**config.mk**
```make
export PLATFORM = sky130hd
export DESIGN_NAME = rfbe_blend
export DESIGN_NICKNAME = d
export VERILOG_FILES = /design/src/hdl/assert_macros.svh /design/src/hdl/rfbe_pkg.sv /design/src/hdl/rfbe_blend.sv
export SDC_FILE = /design/constraint.sdc
export NUM_CORES = 1
export LEC_CHECK = 0
export BUFFER_PORTS_ARGS = -buffer_cell sky130_fd_sc_hd__buf_4
export CORE_MARGIN = 2
export CORE_UTILIZATION = 56
export DETAILED_ROUTE_END_ITERATION = 10
export GPL_TIMING_DRIVEN = 0
export PLACE_DENSITY = 0.73
export RECOVER_POWER = 100
export REMOVE_ABC_BUFFERS = 1
export SYNTH_ARGS = -nofsm -noshare
export SYNTH_HDL_FRONTEND = slang
export SYNTH_SLANG_ARGS = --single-unit
```
**constraint.sdc**
```tcl
create_clock -name vclk -period 8.91
set_input_delay 1.3365 -clock vclk [all_inputs]
set_output_delay 1.3365 -clock vclk [all_outputs]
set_load 0.1 [all_outputs]
```
**src/hdl/assert_macros.svh**
```systemverilog
// assertion helpers for the rtl, included by rfbe_seq.sv
`ifndef ASSERT_MACROS_SVH
`define ASSERT_MACROS_SVH

// property must hold at every rising clock edge outside reset
`define RFBE_ASSERT(lbl, prop, msg) \
	lbl: assert property (@(posedge clk) disable iff (!arst_n) (prop)) \
		else $error(msg);

// expression must never be true outside reset
`define RFBE_NEVER(lbl, expr, msg) \
	`RFBE_ASSERT(lbl, !(expr), msg)

`endif

```
**src/hdl/rfbe_pkg.sv**
```systemverilog
package rfbe_pkg;

	// default screen geometry
	localparam int SCREEN_WIDTH_DEF  = 320;
	localparam int SCREEN_HEIGHT_DEF = 240;

	// field widths
	localparam int PIX_W   = 16;
	localparam int COORD_W = 10;
	localparam int ALPHA_W = 9;

	// rgb565 channel layout
	localparam int RED_LSB   = 11;
	localparam int GREEN_LSB = 5;
	localparam int RB_W      = 5;
	localparam int G_W       = 6;

	// alpha of one in 1/256 units
	localparam logic [ALPHA_W-1:0] ALPHA_ONE = 9'd256;

	typedef enum logic [1:0] {
		OP_WRITE = 2'd0,
		OP_READ  = 2'd1,
		OP_BLEND = 2'd2,
		OP_FILL  = 2'd3
	} op_t;

	typedef enum logic [1:0] {
		ST_IDLE,
		ST_ACCESS,
		ST_READ,
		ST_FILL
	} state_t;

	// frame store port control
	typedef struct packed {
		logic ren;
		logic wen;
		logic blend_wr;
	} mem_ctl_t;

	function automatic int addr_bits(input int depth);
		return (depth > 1) ? $clog2(depth) : 1;
	endfunction

endpackage

```
**src/hdl/rfbe_blend.sv**
```systemverilog
module rfbe_blend import rfbe_pkg::*; (
	input  logic [PIX_W-1:0]   old_pix,
	input  logic [PIX_W-1:0]   new_pix,
	input  logic [ALPHA_W-1:0] alpha,
	output logic [PIX_W-1:0]   mix_pix
);

	logic [ALPHA_W-1:0] inv_alpha;
	logic [15:0]        red_sum;
	logic [15:0]        green_sum;
	logic [15:0]        blue_sum;

	// complement weight, alpha is at most one here
	assign inv_alpha = ALPHA_ONE - alpha;

	// per channel weighted sum, floor by dropping the low byte
	always_comb begin
		red_sum   = 16'(old_pix[RED_LSB +: RB_W]) * 16'(inv_alpha)
			+ 16'(new_pix[RED_LSB +: RB_W]) * 16'(alpha);
		green_sum = 16'(old_pix[GREEN_LSB +: G_W]) * 16'(inv_alpha)
			+ 16'(new_pix[GREEN_LSB +: G_W]) * 16'(alpha);
		blue_sum  = 16'(old_pix[RB_W-1:0]) * 16'(inv_alpha)
			+ 16'(new_pix[RB_W-1:0]) * 16'(alpha);
		mix_pix   = {red_sum[8 +: RB_W], green_sum[8 +: G_W], blue_sum[8 +: RB_W]};
	end

endmodule

```
### Word level (Yosys, flattened, before mapping)

Cells that the tools add are included.

| word-level totals | value |
|---|---|
| register bits after elaboration | 0 |
| input bits | 41 |
| logic and storage cells | 10 |

| cells by class | value |
|---|---|
| multiply operators | 6 |
| add/sub/neg operators | 4 |

Operators with widths:

| kind | number |
|---|---|
| $mul 5x9->13 | 4 |
| $mul 6x9->14 | 2 |
| $add 13x13->13 | 2 |
| $add 14x14->14 | 1 |
| $sub 9x9->9 const A | 1 |

### Depth between registers and ports, before layout

Gate-level depths: netlist of the first run.

| logic depth | value |
|---|---|
| depth in word-level cells | 3 |
| mapped depth | 24 |
| mapped depth without buffers | 21 |

### Worst setup path after synthesis of the first run

Ideal clock, no wire load.

| path | value |
|---|---|
| kind | input-to-output |
| start point | in alpha[0] |
| end point | out mix_pix[14] |
| stages on the path | 24 |
| path buffers | 3 |
| data arrival time | 8.178 ns |
| required time | 7.574 ns |
| slack | -0.605 ns |
| cell sequence | clkbuf_1 > clkbuf_1 > inv_1 > ha_1 > nor3b_2 > nand2_1 > xor2_1 > clkbuf_1 > nand2_1 > fa_1 > inv_1 > fa_1 > fa_1 > fa_1 > inv_1 > fa_1 > inv_1 > ha_1 > o21ai_0 > o21ai_0 > o2111a_2 > o21a_1 > nor2_1 > xnor2_1 |

| on the way | value |
|---|---|
| word-level cells in the longest chain between the ends | 3 |
| elaborated cells between the ends (all ways) | 4 |

Ends and longest elaborated chain:

| element | RTL line | text |
|---|---|---|
| from (decl) | rfbe_blend.sv:4 | `input logic [ALPHA_W-1:0] alpha,` |
| $sub 9x9->9 | rfbe_blend.sv:14 | `assign inv_alpha = ALPHA_ONE - alpha;` |
| $mul 5x9->13 | rfbe_blend.sv:18 | `red_sum = 16'(old_pix[RED_LSB +: RB_W]) * 16'(inv_alpha)` |
| $add 13x13->13 (*) | rfbe_blend.sv:19 | `+ 16'(new_pix[RED_LSB +: RB_W]) * 16'(alpha);` |
| to (decl) | rfbe_blend.sv:5 | `output logic [PIX_W-1:0] mix_pix` |

Mark *: on every way between the ends. The rest lies on a longest branch, timed or not.

### Final worst setup path of the first run

| path | value |
|---|---|
| start point | in alpha[0] |
| end point | out mix_pix[15] |

Same word-level chain as after synthesis.

==> summary.md, run 1 <==
| Metric | Value |
|---|---|
| CP Cell Sequence | buf_4 > inv_1 > ha_1 > nor3b_4 > nand2_1 > xor2_4 > nand2_1 > fa_1 > inv_1 > fa_1 > fa_1 > fa_1 > inv_1 > fa_1 > inv_1 > ha_1 > a2111oi_4 > o21ai_2 > o2111a_2 > a311oi_2 > xnor2_1 > buf_4 |
| Grt total ovfl | 0 |
| Slew Limit Headroom | 34.38% |
| Critical Path RT | 7.57 ns |
| Worst Hold Class | input pin to primary output |
| Clkbuf count | 0 |
| Core area | 0.01453 mm^2 |
| # diodes | 0 |
| WL/cell | 14.36 um |
| Area leader, netlist | fa_1 |
| Syn_area_per_cell | 8.753 um^2 |
| Slowest stage cell, crit path | fa_1 |
| Post-DR vias/cell | 5.138 |
| DRT Pass-1 Iters | 6 |
| GP Congestion | 0.7664 |
| Area growth syn-to-layout | 7.990% |
| Largest net degree at the start of global routing | 32 |
| Cell variety after synth | 40 |
| Initial antenna violation count | 0 |
| Vias post-DR | 5955 |
| Top-Level Pins | 57 |
| Place WS | -0.5086 ns |
| FF+latch area | 0 um^2 |
| WS Path Type | input pin to primary output |
| Routed wire length | 16640 um |
| Slew Viols, Final | 0 |
| Nets | 1306 |
| Synth top area share | 46.46% |
| Syn Inst Count | 950 |
| RSZ-0062 raised after global routing | no |
| DRC | 0 |
| Seq/Total Area, Yosys | 0% |
| Max_cap viols | 0 |
| Die Span X | 125.9 um |
| Critical Path AT | 7.24 ns |
| CP Capture Type | primary output |
| HPWL after DPL | 13810 um |
| Layout cells sized above 1 | 8.615% |
| Setup ws final | 0.3358 ns |
| Height of the die | 125.9 um |
| Vias in the first global route | 6373 |
| Max incr delay on CP | 0.55 ns |
| Worst slew pin tran | 0.9794 ns |
| CP Max Fanout | 31 |
| Most frequent cell after synthesis | inv_1 |
| Number of setup violations in the final report | 0 |
| Port buffer count | 57 |
| Fmax | 0.1166 GHz |
| Min Tclk post-route | 8.574 ns |
| Synthesized area | 0.008315 mm^2 |
| First-pass GRT wire length | 29800 um |
| Yosys synthesis warning count | 0 |
| Synth area leaders | fa_1 46%, ha_1 14%, and2_1 11% |
| Post-synth top cells | 222 x inv_1, 193 x fa_1, 146 x nand2_1, 142 x and2_1, 95 x ha_1 |
| FF+latch count | 0 |
| Crit path top cell by count | fa_1 |
| Startpoint Class | input pin |
| GRT Overall Usage | 22.58% |
| Part of the cycle the worst path needs | 96.23% |
| Initial Utilization | 57.21% |
| DRT iter0 DRCs | 248 |
| Cell row count | 44 |
| Die area | 0.01584 mm^2 |
| Routed Antenna Nets | 0 |
| Status | finished clean |
| Final hold violation count | 0 |
==> metrics by stage <==
step / util (%) / setup TNS [ns] / hold slack, ns / std cells / cell area (um^2)
3_5_place_dp: 60.86 / -2.030 / 3.313 / 1149 / 8845
6_report: 61.79 / 0 / 3.317 / 1159 / 8980
2_1_floorplan: - / -0.7039 / 3.411 / 908 / 8149
4_1_cts: 60.98 / 0 / 3.320 / 1149 / 8864
3_3_place_gp: 60.60 / -4.073 / 3.314 / 1149 / 8807
5_1_grt: 61.79 / 0 / 3.352 / 1159 / 8980
==> critical path, delay by kind of cell <==
kind | cells | cell delay, ns
xor gates and xnor gates | 2 | 0.44
AOI/OAI and AO/OA | 4 | 1.01
and+or+nand+nor | 3 | 0.48
adders and majority gates | 7 | 3.08
buffers and inverters | 6 | 0.84
==> path summary, 6_finish.rpt <==
check / from / endpoint / slack, ns / cells past startpoint
max: alpha[0] / mix_pix[15] / 0.34 / 22
min: old_pix[15] / mix_pix[15] / 3.32 / 5
==> per-layer routing <==
layer	track usage [%]	share of wire, %	up-vias
li1	-	-	2806
met1	30.89	42	3014
met2	41.81	52	124
met3	1.105	4.6	11
met4	1.745	0.77	0
met5	0	0	-
==> layout by cell type, fill, tap and decap left out, types with 4 or more instances in the layout <==
cell	count
a21oi_1	8
and2_1	142
buf_4	56
fa_1	193
ha_1	95
inv_1	222
nand2_1	146
nor2_1	13
nor3_1	5
o21ai_0	6
xnor2_1	31
xor2_1	4
==> kinds of logic (layout without fill, tap and decap cells) <==
family,count (synthesis),count (layout),share of synthesized area (%)
buffers and inverters,264,289,12.02
and+or+nand+nor,322,322,19.52
adders and majority gates,288,288,60.76
xor gates and xnor gates,42,42,4.514
AOI/OAI and AO/OA,34,34,3.190
==> layout make-up <==
type / instances / area, um^2
timing repair buffer: 67 / 504.2
inverter: 222 / 833.3
multi-input combinational: 686 / 7412
tap: 184 / 230.2
fill: 1290 / 5554
==> timing repair <==
item	CTS	global route
setup endpoints to repair	10	13
pin swaps	0	3
resized for setup	2	6
hold buffers	0	0
setup buffers	0	10
Power of run 1 is left out: the tool's default activity adds up to more than one toggle a clock period on the data nets, which glitch-free logic cannot reach.
==> run 2, diff against run 1 <==
--- a/config.mk
+++ b/config.mk
@@ -5,12 +5,12 @@
 export SDC_FILE = /design/constraint.sdc
 export NUM_CORES = 1
 export LEC_CHECK = 0
-export BUFFER_PORTS_ARGS = -buffer_cell sky130_fd_sc_hd__buf_4
 export CORE_MARGIN = 2
 export CORE_UTILIZATION = 56
 export DETAILED_ROUTE_END_ITERATION = 10
+export DONT_BUFFER_PORTS = 1
 export GPL_TIMING_DRIVEN = 0
-export PLACE_DENSITY = 0.73
+export PLACE_DENSITY = 0.69
 export RECOVER_POWER = 100
 export REMOVE_ABC_BUFFERS = 1
 export SYNTH_ARGS = -nofsm -noshare
==> constraint.sdc (replaced) <==
create_clock -name vclk -period 8.7
set_input_delay 1.305 -clock vclk [all_inputs]
set_output_delay 1.305 -clock vclk [all_outputs]
set_load 0.1 [all_outputs]
==> run 2 against run 1 <==
Clock-buffer cell count did not move; critical path type unchanged; setup slack worse by 0.0069 ns; final cell count fell by 5.3%; cell area fell by 3.0%; critical endpoint is now mix_pix[14]; critical path depth down 2; worst hold slack worse by 0.17 ns; die area is the same; largest cell class unchanged; sequential share of layout area stayed put.
==> summary.md, run 2 (synthesis gave the netlist of run 1 again) <==
| Metric | Value |
|---|---|
| Layout cells sized above 1 | 4.272% |
| WL/cell | 15.28 um |
| Part of the cycle the worst path needs | 96.22% |
| Critical Path RT | 7.39 ns |
| Final hold violation count | 0 |
| CP Capture Type | primary output |
| Die area | 0.01584 mm^2 |
| Most frequent cells in the layout | 222 x inv_1, 193 x fa_1, 146 x nand2_1 |
| Most common cell after layout, fill and taps aside | inv_1 |
| Clkbuf count | 0 |
| Slew Limit Headroom | 17.31% |
| Largest net degree at the start of global routing | 32 |
| FF+latch area | 0 um^2 |
| Startpoint Class | input pin |
| Area growth syn-to-layout | 4.770% |
| Initial Utilization | 57.21% |
| Port buffer count | 0 |
| Cell row count | 44 |
| Grt total ovfl | 0 |
| Vias post-DR | 5720 |
| Nets | 1244 |
| Max_cap viols | 0 |
| Critical Path AT | 7.07 ns |
| First-pass GRT wire length | 30220 um |
| FF+latch count | 0 |
| CTS Hold Bufs | 0 |
| Height of the die | 125.9 um |
| Slew Viols, Final | 0 |
| RSZ-0062 raised after global routing | no |
| DRC | 0 |
| # diodes | 0 |
| GRT Overall Usage | 23.09% |
| Worst slew pin tran | 1.234 ns |
| Area after DPL | 0.008542 mm^2 |
| Hold Startpoint | old_pix[4] |
| Routed wire length | 16760 um |
| GP Congestion | 0.8118 |
| HPWL after DPL | 13820 um |
| Routed Antenna Nets | 0 |
| Initial antenna violation count | 0 |
| Core area | 0.01453 mm^2 |
| DRT iter0 DRCs | 168 |
| Fmax | 0.1195 GHz |
| Worst Hold Class | input pin to primary output |
| DRT Pass-1 Iters | 4 |
| Vias in the first global route | 6332 |
| Min-Delay Path Depth | 3 |
| Die Span X | 125.9 um |
| Post-DR vias/cell | 5.214 |
| Min Tclk post-route | 8.371 ns |
| Top-Level Pins | 57 |
| CP startpoint | alpha[2] |
| WS Path Type | input pin to primary output |
| CP Max Fanout | 19 |
| Post-Layout Inst Area | 0.008712 mm^2 |
| Status | finished clean |
| Number of setup violations in the final report | 0 |
run 2: cell count changes in the layout (fill, tap and decap cells not counted), sizes merged:
cell	delta
buf	-56
clkbuf	-6
run 2: final timing paths:
path                      end  slack, ns
setup / recovery  mix_pix[14]       0.33
hold / removal     mix_pix[4]       3.15
run 2: timing repair:
action	4_1_cts	5_1_grt
resized for setup	9	4
gates cloned	0	0
pin swaps	0	2
setup buffers	0	4
setup endpoints to repair	10	14
endpoints found under the hold margin	0	0
run 2: cell type report:
type	count	area, um^2
Fill cell	1333	5822
Timing Repair Buffer	5	53.80
Multi-Input combinational cell	686	7595
Tap cell	184	230.2
Inverter	222	833.3
run 2: metal layers:
layer  global-route usage, %  share of wire (%)
met1                   32.41                 43
met5                       0                  0
met3                   1.359                4.8
met4                   1.551               0.41
met2                   41.84                 52
run 2: critical path: stages:
cell,delay (ns)
nor3_2,0.04
nand2b_1,0.10
nor2_1,0.08
xnor2_2,0.79
nand2_1,0.19
fa_1,0.57
inv_1,0.05
fa_1,0.49
fa_1,0.47
fa_1,0.53
inv_1,0.05
fa_1,0.47
inv_1,0.04
ha_1,0.31
a2111oi_4,0.31
o21ai_2,0.10
o2111a_2,0.31
o21a_1,0.21
nor2_1,0.28
xnor2_4,0.35
run 2: through the flow:
step	util, %	hold WS, ns	setup TNS (ns)	instances	setup WS (ns)
finish	59.94	3.148	0	1097	0.3288
global route	59.94	3.167	0	1097	0.01844
CTS	59.43	3.155	-0.004421	1093	-0.004421
detailed placement	58.77	3.224	-1.298	1093	-0.2779
global placement	57.65	3.363	-16.17	1092	-1.249
floorplan	-	3.348	-2.139	908	-0.3060
Power of run 2 is left out for the same reason.
