### config.mk
export PLATFORM = sky130hd
export DESIGN_NAME = rfbe_seq
export DESIGN_NICKNAME = d
export VERILOG_FILES = /design/src/hdl/rfbe_pkg.sv /design/src/hdl/rfbe_seq.sv
export VERILOG_INCLUDE_DIRS = /design/src /design/src/hdl
export SDC_FILE = /design/constraint.sdc
export NUM_CORES = 1
export LEC_CHECK = 0
export BUFFER_PORTS_ARGS = -buffer_cell sky130_fd_sc_hd__buf_2
export CORE_MARGIN = 5
export CORE_UTILIZATION = 56
export CTS_CLUSTER_DIAMETER = 120
export DETAILED_ROUTE_END_ITERATION = 6
export PLACE_DENSITY = 0.81
export SLEW_MARGIN = 25
export SYNTH_ARGS = -nofsm -noshare
export SYNTH_HDL_FRONTEND = slang
export SYNTH_SLANG_ARGS = --single-unit
### constraint.sdc
create_clock -name clk -period 5.45 [get_ports clk]
set_input_delay 0.2725 -clock clk [delete_from_list [all_inputs] [get_ports clk]]
set_output_delay 0.2725 -clock clk [all_outputs]
set_load 0.01 [all_outputs]
### src/hdl/assert_macros.svh
// assertion helpers for the rtl, included by rfbe_seq.sv
`ifndef ASSERT_MACROS_SVH
`define ASSERT_MACROS_SVH

// property must hold at every rising clock edge outside reset
`define RFBE_ASSERT(lbl, prop, msg) \
	lbl: assert property (@(posedge clk) disable iff (!arst_n) (prop)) \
		else $error(msg);

// expression must never be true outside reset
`define RFBE_NEVER(lbl, expr, msg) \
	`RFBE_ASSERT(lbl, !(expr), msg)

`endif

### src/hdl/rfbe_pkg.sv
package rfbe_pkg;

	// default screen geometry
	localparam int SCREEN_WIDTH_DEF  = 320;
	localparam int SCREEN_HEIGHT_DEF = 240;

	// field widths
	localparam int PIX_W   = 16;
	localparam int COORD_W = 10;
	localparam int ALPHA_W = 9;

	// rgb565 channel layout
	localparam int RED_LSB   = 11;
	localparam int GREEN_LSB = 5;
	localparam int RB_W      = 5;
	localparam int G_W       = 6;

	// alpha of one in 1/256 units
	localparam logic [ALPHA_W-1:0] ALPHA_ONE = 9'd256;

	typedef enum logic [1:0] {
		OP_WRITE = 2'd0,
		OP_READ  = 2'd1,
		OP_BLEND = 2'd2,
		OP_FILL  = 2'd3
	} op_t;

	typedef enum logic [1:0] {
		ST_IDLE,
		ST_ACCESS,
		ST_READ,
		ST_FILL
	} state_t;

	// frame store port control
	typedef struct packed {
		logic ren;
		logic wen;
		logic blend_wr;
	} mem_ctl_t;

	function automatic int addr_bits(input int depth);
		return (depth > 1) ? $clog2(depth) : 1;
	endfunction

endpackage

### src/hdl/rfbe_seq.sv
`include "assert_macros.svh"

module rfbe_seq import rfbe_pkg::*; #(
	parameter int SCREEN_WIDTH  = SCREEN_WIDTH_DEF,
	parameter int SCREEN_HEIGHT = SCREEN_HEIGHT_DEF,
	localparam int AW = addr_bits(SCREEN_WIDTH * SCREEN_HEIGHT)
) (
	input  logic               clk,
	input  logic               arst_n,
	input  logic               start,
	output logic               busy,
	input  logic [1:0]         operation,
	input  logic [COORD_W-1:0] x_pos,
	input  logic [COORD_W-1:0] y_pos,
	input  logic [COORD_W-1:0] x_end,
	input  logic [COORD_W-1:0] y_end,
	input  logic [PIX_W-1:0]   pixel_in,
	input  logic [ALPHA_W-1:0] alpha,
	output mem_ctl_t           mem_ctl,
	output logic [AW-1:0]      addr,
	output logic [PIX_W-1:0]   pix_q,
	output logic [ALPHA_W-1:0] alpha_q,
	input  logic [PIX_W-1:0]   rdata,
	output logic [PIX_W-1:0]   pixel_out,
	output logic               hit,
	output logic               done
);

	localparam int DEPTH = SCREEN_WIDTH * SCREEN_HEIGHT;
	localparam int PW    = AW + COORD_W + 1;
	localparam logic [COORD_W:0]   W_EXT = (COORD_W + 1)'(SCREEN_WIDTH);
	localparam logic [COORD_W:0]   H_EXT = (COORD_W + 1)'(SCREEN_HEIGHT);
	localparam logic [COORD_W-1:0] X_MAX = COORD_W'(SCREEN_WIDTH - 1);
	localparam logic [COORD_W-1:0] Y_MAX = COORD_W'(SCREEN_HEIGHT - 1);
	localparam logic [PW-1:0]      W_PW  = PW'(SCREEN_WIDTH);

	state_t             state_q, state_nxt;
	op_t                op_q;
	logic [COORD_W-1:0] x_q, y_q, xe_q, ye_q;
	logic [COORD_W-1:0] col_q, row_q, xe_c_q, ye_c_q;
	logic [AW-1:0]      row_base_q;
	logic [PIX_W-1:0]   pixel_out_q;
	logic               hit_q;
	logic               done_q;

	logic               accept;
	logic               on_screen;
	logic [PW-1:0]      prod;
	logic [AW-1:0]      pix_addr;
	logic [COORD_W-1:0] xe_clip, ye_clip;
	logic               fill_go;
	logic               blend_ok;
	logic               row_end;
	logic               fill_last;

	assign accept = start && (state_q == ST_IDLE);

	// pixel address and screen clipping from the held transaction
	always_comb begin
		on_screen = ({1'b0, x_q} < W_EXT) && ({1'b0, y_q} < H_EXT);
		prod      = PW'(y_q) * W_PW;
		pix_addr  = AW'(prod + PW'(x_q));
		xe_clip   = ({1'b0, xe_q} < W_EXT) ? xe_q : X_MAX;
		ye_clip   = ({1'b0, ye_q} < H_EXT) ? ye_q : Y_MAX;
		fill_go   = (xe_q >= x_q) && (ye_q >= y_q) && (x_q <= xe_clip) && (y_q <= ye_clip);
		blend_ok  = (alpha_q <= ALPHA_ONE) && on_screen;
		row_end   = (col_q == xe_c_q);
		fill_last = row_end && (row_q == ye_c_q);
	end

	// next state
	always_comb begin
		state_nxt = state_q;
		unique case (state_q)
			ST_IDLE: begin
				if (accept) begin
					state_nxt = ST_ACCESS;
				end
			end
			ST_ACCESS: begin
				unique case (op_q)
					OP_WRITE: state_nxt = ST_IDLE;
					OP_READ:  state_nxt = ST_READ;
					OP_BLEND: state_nxt = blend_ok ? ST_READ : ST_IDLE;
					OP_FILL:  state_nxt = fill_go ? ST_FILL : ST_IDLE;
					default:  state_nxt = ST_IDLE;
				endcase
			end
			ST_READ: state_nxt = ST_IDLE;
			ST_FILL: begin
				if (fill_last) begin
					state_nxt = ST_IDLE;
				end
			end
			default: state_nxt = ST_IDLE;
		endcase
	end

	// memory port and handshake outputs
	always_comb begin
		busy    = (state_q != ST_IDLE);
		mem_ctl = '0;
		addr    = pix_addr;
		unique case (state_q)
			ST_IDLE: begin
				mem_ctl = '0;
			end
			ST_ACCESS: begin
				mem_ctl.wen = (op_q == OP_WRITE) && on_screen;
				mem_ctl.ren = ((op_q == OP_READ) && on_screen) || ((op_q == OP_BLEND) && blend_ok);
			end
			ST_READ: begin
				mem_ctl.wen      = (op_q == OP_BLEND);
				mem_ctl.blend_wr = (op_q == OP_BLEND);
			end
			ST_FILL: begin
				mem_ctl.wen = 1'b1;
				addr        = AW'(row_base_q + AW'(col_q));
			end
			default: begin
				mem_ctl = '0;
			end
		endcase
	end

	// control state, fill scan position and result
	always_ff @(posedge clk or negedge arst_n) begin
		if (!arst_n) begin
			state_q     <= ST_IDLE;
			done_q      <= 1'b0;
			hit_q       <= 1'b0;
			pixel_out_q <= '0;
			col_q       <= '0;
			row_q       <= '0;
		end else begin
			state_q <= state_nxt;
			done_q  <= (state_q == ST_READ) && (op_q == OP_READ);
			if ((state_q == ST_READ) && (op_q == OP_READ)) begin
				hit_q       <= on_screen;
				pixel_out_q <= on_screen ? rdata : '0;
			end
			if ((state_q == ST_ACCESS) && (op_q == OP_FILL)) begin
				col_q <= x_q;
				row_q <= y_q;
			end else if (state_q == ST_FILL) begin
				if (fill_last) begin
					col_q <= '0;
					row_q <= '0;
				end else if (row_end) begin
					col_q <= x_q;
					row_q <= row_q + COORD_W'(1);
				end else begin
					col_q <= col_q + COORD_W'(1);
				end
			end
		end
	end

	// transaction payload and fill bounds
	always_ff @(posedge clk) begin
		if (accept) begin
			op_q    <= op_t'(operation);
			x_q     <= x_pos;
			y_q     <= y_pos;
			xe_q    <= x_end;
			ye_q    <= y_end;
			pix_q   <= pixel_in;
			alpha_q <= alpha;
		end
		if ((state_q == ST_ACCESS) && (op_q == OP_FILL)) begin
			xe_c_q     <= xe_clip;
			ye_c_q     <= ye_clip;
			row_base_q <= AW'(prod);
		end else if ((state_q == ST_FILL) && row_end) begin
			row_base_q <= AW'(PW'(row_base_q) + W_PW);
		end
	end

	assign pixel_out = pixel_out_q;
	assign hit       = hit_q;
	assign done      = done_q;

	`RFBE_ASSERT(a_done_after_read, done_q |-> $past(state_q == ST_READ && op_q == OP_READ), "result strobe without a read access")
	`RFBE_NEVER(a_rw_exclusive, mem_ctl.ren && mem_ctl.wen, "frame store read and write in one cycle")
	`RFBE_ASSERT(a_addr_range, (mem_ctl.ren || mem_ctl.wen) |-> (PW'(addr) < PW'(DEPTH)), "frame store access beyond the screen")
	`RFBE_ASSERT(a_blend_after_read, mem_ctl.blend_wr |-> $past(mem_ctl.ren), "blend write-back without a preceding read")
	`RFBE_ASSERT(a_fill_bounds, (state_q == ST_FILL) |-> (col_q <= xe_c_q && row_q <= ye_c_q), "fill scan outside the clipped rectangle")

endmodule

# Word-level counts from Yosys, hierarchy flattened
# Index checks and enable logic that the tools add are counted.
[word_totals]
in_bits = 86
ff_bits = 144
word_cells = 87
[op_classes]
n_reduce_logical = 22
n_mul = 1
add_sub_neg = 5
eq_ne = 10
muxes = 23
order_cmp = 9
[op_table]
columns = ["cell", "n"]
rows = [
  ["2-to-1 mux 10 bit", 10],
  ["2-to-1 mux 17 bit", 3],
  ["adder 17 x 10 -> 17 bit", 2],
  ["adder 10 x 1 -> 10 bit (second input constant)", 2],
  ["== test 10 bit", 2],
  ["greater-or-equal comparator 10 bit", 2],
  ["<= comparator 10 bit", 2],
  ["less-than comparator 10 x 8 -> 1 bit (second input constant)", 2],
  ["less-than comparator 10 x 9 -> 1 bit (second input constant)", 2],
  ["adder 17 x 9 -> 17 bit (second input constant)", 1],
  ["2-to-1 mux 16 bit", 1],
  ["one-hot mux 2 bit (4 select lines)", 2],
  ["logical AND 1 bit", 13],
  ["multiplier 10 x 3 -> 11 bit (second input constant)", 1],
  ["<= comparator 9 bit (second input constant)", 1],
  ["== test 2 bit (second input constant)", 4],
  ["2-to-1 mux 2 bit", 4],
  ["nonzero test 2 bit", 3],
  ["== test 2 x 1 -> 1 bit (second input constant)", 2],
  ["logical NOT 2 bit", 2],
  ["!= test 2 bit (second input constant)", 2],
  ["one-hot mux 1 bit (4 select lines)", 1],
  ["AND reduction 2 bit", 2],
  ["nonzero test 3 bit", 1],
  ["other kinds (2)", 3],
]

# Depth between registers and ports, before layout
# Gate-level depths: netlist (run 1).
[logic_depth]
ltp_word = 8
mapped_depth = 11
ltp_nobuf = 11

# Worst setup path before layout (run 1)
# No wires, ideal clock.
[synth_path]
path_kind = "reg-to-reg"
startpoint = "register state_q[0]"
endpoint = "register alpha_q[0], enable pin"
setup_time_ns = 0.494
stages_incl_launch_ff = 4
path_slack_ns = 1.271
arrival_time_ns = 3.685
cell_sequence = "dfrtp_1 clkbuf_2 or2_2 nor2_1"
[synth_between]
elab_chain_len = 2
[synth_rtl]
columns = ["element", "line", "source"]
rows = [
  ["start, declared", "rfbe_seq.sv:37", "state_t state_q, state_nxt;"],
  ["start signal, assigned", "rfbe_seq.sv:136", "state_q <= state_nxt;"],
  ["logical NOT 2 bit", "rfbe_seq.sv:56", "assign accept = start && (state_q == ST_IDLE);"],
  ["logical AND 1 bit", "rfbe_seq.sv:56", ""],
  ["via accept", "rfbe_seq.sv:46", "logic accept;"],
  ["end signal, assigned", "rfbe_seq.sv:168", "alpha_q <= alpha;"],
  ["end, declared", "rfbe_seq.sv:22", "output logic [ALPHA_W-1:0] alpha_q,"],
]
# The timed path passes the listed nets, and every way through them passes these cells.
# A chain may end at the register's enable or synchronous reset.

# Worst setup path in the final report (run 1)
[layout_path]
startpoint = "register y_q[3]"
endpoint = "output port addr[16]"
[layout_between]
elab_chain_len = 3
[layout_rtl]
columns = ["element", "line", "source"]
rows = [
  ["start, declared", "rfbe_seq.sv:39", "logic [COORD_W-1:0] x_q, y_q, xe_q, ye_q;"],
  ["start signal, assigned", "rfbe_seq.sv:164", "y_q <= y_pos;"],
  ["multiplier 10 x 3 -> 11 bit", "rfbe_seq.sv:61", "prod = PW'(y_q) * W_PW;"],
  ["adder 17 x 10 -> 17 bit", "rfbe_seq.sv:62", "pix_addr = AW'(prod + PW'(x_q));"],
  ["2-to-1 mux 17 bit", "rfbe_seq.sv:104", "unique case (state_q)"],
  ["end, declared", "rfbe_seq.sv:20", "output logic [AW-1:0] addr,"],
]
# Every way passes these cells.

==> impl_summary.log, run 1 <==
[metrics] post-route insts no fill: 1073
[metrics] count of flip-flops with a built-in enable after synthesis: 98
[metrics] root buf cell: sky130_fd_sc_hd__clkbuf_16
[metrics] min-delay worst type: primary input to register
[metrics] I/O pin count: 150
[metrics] die outline width: 128 µm
[metrics] final critical-path required period: 3650 ps
[metrics] placement row count: 43
[metrics] Syn-to-layout area delta: 18.5%
[metrics] share of flip-flops with an asynchronous set or reset: 29.0%
[metrics] mapped cell area: 7820 µm²
[metrics] TritonCTS Buffers: 17
[metrics] sum of buffers and inverters on the critical path: 1
[metrics] Worst VDD drop: 0.234 mV
[metrics] total of endpoints with negative setup slack in the final report: 0
[metrics] mean cell area of the mapped netlist: 10.7 µm²
[metrics] total global routing track utilization: 22.0%
[metrics] cell area power density: 375 nW/µm²
[metrics] relative max-transition margin: 31.9%
[metrics] TritonCTS clock tree: yes
[metrics] total routed wirelength: 17.5 mm
[metrics] vertical die dimension: 128 µm
[metrics] outcome: finished, final reports clean
[metrics] summed negative setup slack over all endpoints: 0 ps
[metrics] number of sinks driven by the clock tree: 138
[metrics] share of the clock period used by the worst path: 67.0%
[metrics] vias: 6061
[metrics] number of global-route vias before repair: 5888
[metrics] signal arrival time at the worst endpoint: 3380 ps
[metrics] Yosys reg bits: 138
[metrics] count of unresolved DRC violations after routing: 0
[metrics] CP Capture Type: output port
[metrics] Seq/Total Area, Yosys: 50.4%
[metrics] Die Footprint: 16400 µm²
[metrics] setup repair bufs after CTS: 0
[metrics] count of antenna-violating nets left after detailed routing: 0
[metrics] Global Route met1 Usage: 29.7%
[metrics] WL per Instance: 16.3 µm
[metrics] dpl hpwl: 12.9 mm
[metrics] Port Buffers: 149
[metrics] global-route wire length before repair: 28.8 mm
[metrics] DRC marker count from the first detailed-route iteration: 520
[metrics] initial antenna violation count: 0
[metrics] Final Hold Fails: 0
[metrics] Final Util: 67.3%
[metrics] count of nets after finishing: 1033
[metrics] weighted congestion reported at the end of routability-driven placement: 0.897
[metrics] Core Footprint: 13800 µm²
[metrics] initial core utilization: 56.8%
[metrics] maximum level of the CTS H-tree: 4
[metrics] worst stage delay on the critical path: 450 ps
[metrics] most heavily used metal layer in global routing: met2
[metrics] origin of the worst setup path: y_q[3]
[metrics] required time at the endpoint of the critical path: 5180 ps
[metrics] Yosys warning count: 0
[metrics] total placed instance area: 8720 µm²
[metrics] Mapped Cells: 728
[metrics] most common cell in the netlist: sky130_fd_sc_hd__edfxtp_1
[metrics] worst-path cell with the longest stage delay: sky130_fd_sc_hd__edfxtp_1
[metrics] Clock Skew: 9.26 ps
[metrics] leading cell types by count after synthesis: 98 x sky130_fd_sc_hd__edfxtp_1, 73 x sky130_fd_sc_hd__nand2_1, 64 x sky130_fd_sc_hd__ha_1
[metrics] fraction of layout instances using a drive strength above 1: 23.5%
[metrics] fmax: 274 MHz
[metrics] worst skew pair latency: 410 ps
[metrics] setup repair after global routing missed its margin: false
[metrics] commonest register cell after synthesis: sky130_fd_sc_hd__edfxtp_1
[metrics] startpoint of the worst-slack reg-to-reg timing path: y_q[3]
[metrics] number of distinct library cells after synthesis: 68
[metrics] max cap viols: 0
[metrics] sum of overflow across all layers after global routing: 0
[metrics] Vias per Instance: 5.65
[metrics] post-route cell area: 9270 µm²
[metrics] transition time of the tightest slew-check pin: 1020 ps
[metrics] worst setup path category: register to output port
[metrics] static leakage power: 0.00410 µW
[metrics] largest net degree at the start of global routing: 42
[metrics] cell-by-cell listing of the critical path: ha_1 > ha_1 > fa_1 > xnor2_1 > a2111o_1 > nor4_2 > nand3b_1 > xnor2_1 > a21oi_1 > buf_2
[metrics] Clock Pin Slew Worst Setup and Hold Paths: 60 ps
[metrics] share of the synthesized area in the top cell type: 37.6%
[metrics] drt pass-1 iters: 5
[metrics] leading area contributor after synthesis: sky130_fd_sc_hd__edfxtp_1
[metrics] hold path startpoint: pixel_in[10]
[metrics] Max Slew Vio Count: 0
[metrics] Setup crit start kind: register
[metrics] critical path's top delay family: adder cells
[metrics] top post-synthesis cells by area: sky130_fd_sc_hd__edfxtp_1 38%, sky130_fd_sc_hd__dfrtp_1 13%, sky130_fd_sc_hd__ha_1 10%, sky130_fd_sc_hd__xnor2_1 4.0%, sky130_fd_sc_hd__nand2_1 3.5%
[metrics] Cells after DPL: 1040
[metrics] maximum root-to-sink buffer count: 2
[metrics] highest net fanout along the worst path: 4
[metrics] met3 Track Usage GR: 5.46%
[metrics] antenna diode count: 0
[metrics] met2 track demand over resource: 35.4%
[metrics] overall power of the completed layout: 3480 µW
-- worst reg2reg max path, delay by kind of cell (launching register included) --
family	cells	cell delay [ps]
flip-flops	1	450
adder cells (fa/ha/maj)	3	1030
AO/OA/AOI/OAI	3	830
AND/OR/NAND/NOR	1	120
-- logic make-up after synthesis --
group	Yosys count	share of synthesized area [%]
simple gates	205	12.9
compound gates	177	14.9
flops	138	50.4
buf+inv	83	4.33
fa+ha+maj	67	11.0
xor+xnor	51	5.71
mux	5	0.688
other cells	2	0.0960
-- placed cells by master, fill, tap and decap left out, types with 5 or more instances in the layout --
| master | synthesis | layout |
|---|---|---|
| sky130_fd_sc_hd__buf_2 | 4 | 148 |
| sky130_fd_sc_hd__edfxtp_1 | 98 | 98 |
| sky130_fd_sc_hd__nand2_1 | 73 | 73 |
| sky130_fd_sc_hd__ha_1 | 64 | 64 |
| sky130_fd_sc_hd__inv_1 | 58 | 58 |
| sky130_fd_sc_hd__o21ai_0 | 44 | 44 |
| sky130_fd_sc_hd__nor2_1 | 44 | 43 |
| sky130_fd_sc_hd__dfrtp_1 | 40 | 40 |
| sky130_fd_sc_hd__xnor2_1 | 36 | 36 |
| sky130_fd_sc_hd__a21oi_1 | 35 | 35 |
| sky130_fd_sc_hd__clkbuf_16 | 0 | 17 |
| sky130_fd_sc_hd__xor2_1 | 15 | 15 |
| sky130_fd_sc_hd__nand4_1 | 14 | 14 |
| sky130_fd_sc_hd__o21ai_1 | 14 | 14 |
| sky130_fd_sc_hd__nand3_1 | 13 | 13 |
| sky130_fd_sc_hd__a21o_1 | 13 | 13 |
| sky130_fd_sc_hd__o22ai_1 | 13 | 13 |
| sky130_fd_sc_hd__and3_1 | 10 | 10 |
| sky130_fd_sc_hd__nor3_1 | 10 | 10 |
| sky130_fd_sc_hd__a31oi_1 | 10 | 10 |
| sky130_fd_sc_hd__nor2b_1 | 9 | 9 |
| sky130_fd_sc_hd__nand2b_1 | 9 | 9 |
| sky130_fd_sc_hd__a21oi_2 | 6 | 6 |
| sky130_fd_sc_hd__o211a_1 | 6 | 6 |
| sky130_fd_sc_hd__or2_2 | 5 | 5 |
| sky130_fd_sc_hd__clkinv_2 | 0 | 5 |
| sky130_fd_sc_hd__clkbuf_1 | 11 | 5 |
-- per-stage QoR --
stage                     setup WS (ps)  hold slack (ps)
after floorplan                    1270            -23.1
after global placement             2310              447
after detailed placement           2230              449
after CTS                          1780             4.16
after global routing               1610             7.03
final                              1800             31.8
-- report_power, final --
group          switching (µW)  internal, µW
clock                     412           635
combinational             534           419
sequential                164          1310
-- final timing paths --
check / to / slack, ps / depth (start not counted)
worst max-delay path: addr[16] / 1800 / 10
worst min-delay path: pix_q[10] / 30 / 1
worst max register to register: row_base_q[15] / 2750 / 7
worst min register to register: pixel_out[5] / 480 / 2
max in group asynchronous: row_q[4] / 4700 / 2
min in group asynchronous: pixel_out[6] / 380 / 2
-- what timing repair did --
| item | in CTS | in global routing |
|---|---|---|
| hold buffers | 0 | 1 |
| gates resized for setup | 0 | 0 |
| hold endpoints to repair | 0 | 40 |
-- area by class of cell --
type | count | area (µm²)
Sequential cell | 138 | 3940
Tap cell | 180 | 225
Clock inverter | 9 | 73.8
Clock buffer | 23 | 458
Timing Repair Buffer | 153 | 781
Multi-Input combinational cell | 509 | 3560
Inverter | 61 | 231
Fill cell | 1098 | 4500
-- per-layer routing --
metal | part of all wire (%) | vias up
met1 | 43 | 2874
met3 | 7.1 | 26
met2 | 48 | 227
li1 | - | 2934
met4 | 1.4 | 0
met5 | 0 | -
No activity file was read; power rests on OpenSTA's default activity.
==> run 2, diff against run 1 <==
clock period = 3.6 ns   (was 5.45 ns; I/O delays follow)
==> impl_summary.log, run 2 (same netlist as run 1, synthesis figures left out) <==
[metrics] count of antenna-violating nets left after detailed routing: 0
[metrics] Syn-to-layout area delta: 29.8%
[metrics] number of global-route vias before repair: 6406
[metrics] share of the clock period used by the worst path: 95.2%
[metrics] multi-input gate area in the final layout: 3570 µm²
[metrics] largest net degree at the start of global routing: 69
[metrics] weighted congestion reported at the end of routability-driven placement: 0.894
[metrics] total routed wirelength: 19.4 mm
[metrics] final critical-path required period: 3430 ps
[metrics] Core Footprint: 13800 µm²
[metrics] maximum root-to-sink buffer count: 2
[metrics] FILL cells: 1006
[metrics] TritonCTS Buffers: 17
[metrics] I/O pin count: 150
[metrics] outcome: finished, final reports clean
[metrics] highest net fanout along the worst path: 4
[metrics] signal arrival time at the worst endpoint: 3250 ps
[metrics] Clock Skew: 7.62 ps
[metrics] met3 Track Usage GR: 6.04%
[metrics] antenna diode count: 0
[metrics] worst setup path category: register to output port
[metrics] transition time of the tightest slew-check pin: 909 ps
[metrics] dpl hpwl: 13.1 mm
[metrics] commonest cells after routing, fill and taps aside: 148 x sky130_fd_sc_hd__buf_2, 98 x sky130_fd_sc_hd__edfxtp_1, 77 x sky130_fd_sc_hd__dlygate4sd3_1, 73 x sky130_fd_sc_hd__nand2_1, 64 x sky130_fd_sc_hd__ha_1
[metrics] Port Buffers: 149
[metrics] count of unresolved DRC violations after routing: 0
[metrics] static leakage power: 0.00446 µW
[metrics] setup repair after global routing missed its margin: true
[metrics] WL per Instance: 16.8 µm
[metrics] total global routing track utilization: 24.0%
[metrics] fmax: 292 MHz
[metrics] total of endpoints with negative setup slack in the final report: 0
[metrics] Final Util: 73.7%
[metrics] drt pass-1 iters: 5
[metrics] met2 track demand over resource: 41.0%
[metrics] initial antenna violation count: 0
[metrics] TritonCTS clock tree: yes
[metrics] root buf cell: sky130_fd_sc_hd__clkbuf_16
[metrics] Worst VDD drop: 0.366 mV
[metrics] placement row count: 43
[metrics] DRC marker count from the first detailed-route iteration: 440
[metrics] area taken by flip-flops and latches: 3940 µm²
[metrics] Final Hold Fails: 0
[metrics] Clock Pin Slew Worst Setup and Hold Paths: 60 ps
[metrics] Setup crit start kind: register
[metrics] Vias per Instance: 5.54
[metrics] sum of overflow across all layers after global routing: 0
[metrics] global-route wire length before repair: 31.1 mm
[metrics] summed negative setup slack over all endpoints: 0 ps
[metrics] worst skew pair latency: 420 ps
[metrics] Setup WS pre-CTS: 510 ps
[metrics] final setup margin: 171 ps
[metrics] required time at the endpoint of the critical path: 3420 ps
[metrics] initial core utilization: 56.8%
[metrics] maximum level of the CTS H-tree: 4
[metrics] CP Capture Type: output port
[metrics] vias: 6407
[metrics] Global Route met1 Usage: 29.9%
[metrics] relative max-transition margin: 39.4%
[metrics] most heavily used metal layer in global routing: met2
[metrics] number of sinks driven by the clock tree: 138
[metrics] cell area power density: 543 nW/µm²
[metrics] count of nets after finishing: 1117
[metrics] hold slack: 11.7 ps
[metrics] fraction of layout instances using a drive strength above 1: 22.7%
[metrics] max cap viols: 0
[metrics] Max Slew Vio Count: 0
[metrics] vertical die dimension: 128 µm
[metrics] die outline width: 128 µm
[metrics] most frequent standard cell in the layout excluding fill and tap cells: sky130_fd_sc_hd__buf_2
[metrics] Die Footprint: 16400 µm²
[metrics] min-delay worst type: primary input to register
run 2: cell count changes in the layout (fill, tap and decap cells not counted), moves of 2 or more:
cell | previous run | this run
sky130_fd_sc_hd__buf_4 | 4 | 12
sky130_fd_sc_hd__bufinv_16 | 1 | 3
sky130_fd_sc_hd__clkbuf_1 | 5 | 0
sky130_fd_sc_hd__clkinv_1 | 0 | 2
sky130_fd_sc_hd__clkinvlp_4 | 0 | 4
sky130_fd_sc_hd__dlygate4sd3_1 | 1 | 77
sky130_fd_sc_hd__inv_4 | 4 | 1
run 2: per-layer routing:
layer	vias up	share of wire, %
met5	-	0
met4	0	2.0
met3	33	6.7
met2	236	50
met1	3041	42
li1	3097	-
run 2: path summary, 6_finish.rpt:
| path | to | start | cells after the start | slack, ps |
|---|---|---|---|---|
| hold reg to reg | pixel_out[4] | pixel_out[4] | 2 | 480 |
| max in group asynchronous | col_q[6] | arst_n | 2 | 2950 |
| setup / recovery | addr[16] | y_q[3] | 10 | 170 |
| setup reg to reg | state_q[1] | xe_q[6] | 10 | 1000 |
| hold / removal | pixel_out[2] | rdata[2] | 3 | 10 |
| min in group asynchronous | col_q[4] | arst_n | 2 | 290 |
run 2: cell type report:
class / count / share of cell area, %
clock inverters: 14 / 1.54
inverters: 61 / 2.28
clock buffers: 17 / 4.19
flip-flops and latches: 138 / 38.8
well taps: 180 / 2.22
repair buffers: 237 / 15.8
multi-input cells: 509 / 35.2
run 2: power by group:
part           switching, µW  internal, µW  leakage, µW
Clock                    654          1070     0.000275
Sequential               248          1990      0.00139
Combinational            850           701      0.00280
Total                   1750          3760      0.00446
run 2: metrics by stage:
stage / power [µW] / std cells / cell area (µm²)
final: 5520 / 1156 / 10200
after global placement: 3650 / 1043 / 8750
after CTS: 5490 / 1151 / 10100
after detailed placement: 3700 / 1043 / 8750
after global routing: 5820 / 1156 / 10200
after floorplan: 3200 / 730 / 7830
run 2: critical path, cell delays in order (launching register included):
cell                       delay [ps]
sky130_fd_sc_hd__edfxtp_1         430
sky130_fd_sc_hd__ha_1             320
sky130_fd_sc_hd__ha_1             240
sky130_fd_sc_hd__fa_2             560
sky130_fd_sc_hd__inv_1            100
sky130_fd_sc_hd__a2111o_1         360
sky130_fd_sc_hd__nor4_4           270
sky130_fd_sc_hd__nand3b_1         130
sky130_fd_sc_hd__xnor2_1          140
sky130_fd_sc_hd__a21oi_1          140
sky130_fd_sc_hd__buf_2            140
run 2: timing repair:
action / in CTS / in global routing
hold buffers: 77 / 0
setup buffers: 0 / 5
endpoints found under the hold margin: 116 / 0
setup endpoints to repair: 0 / 3
gates resized for setup: 0 / 3
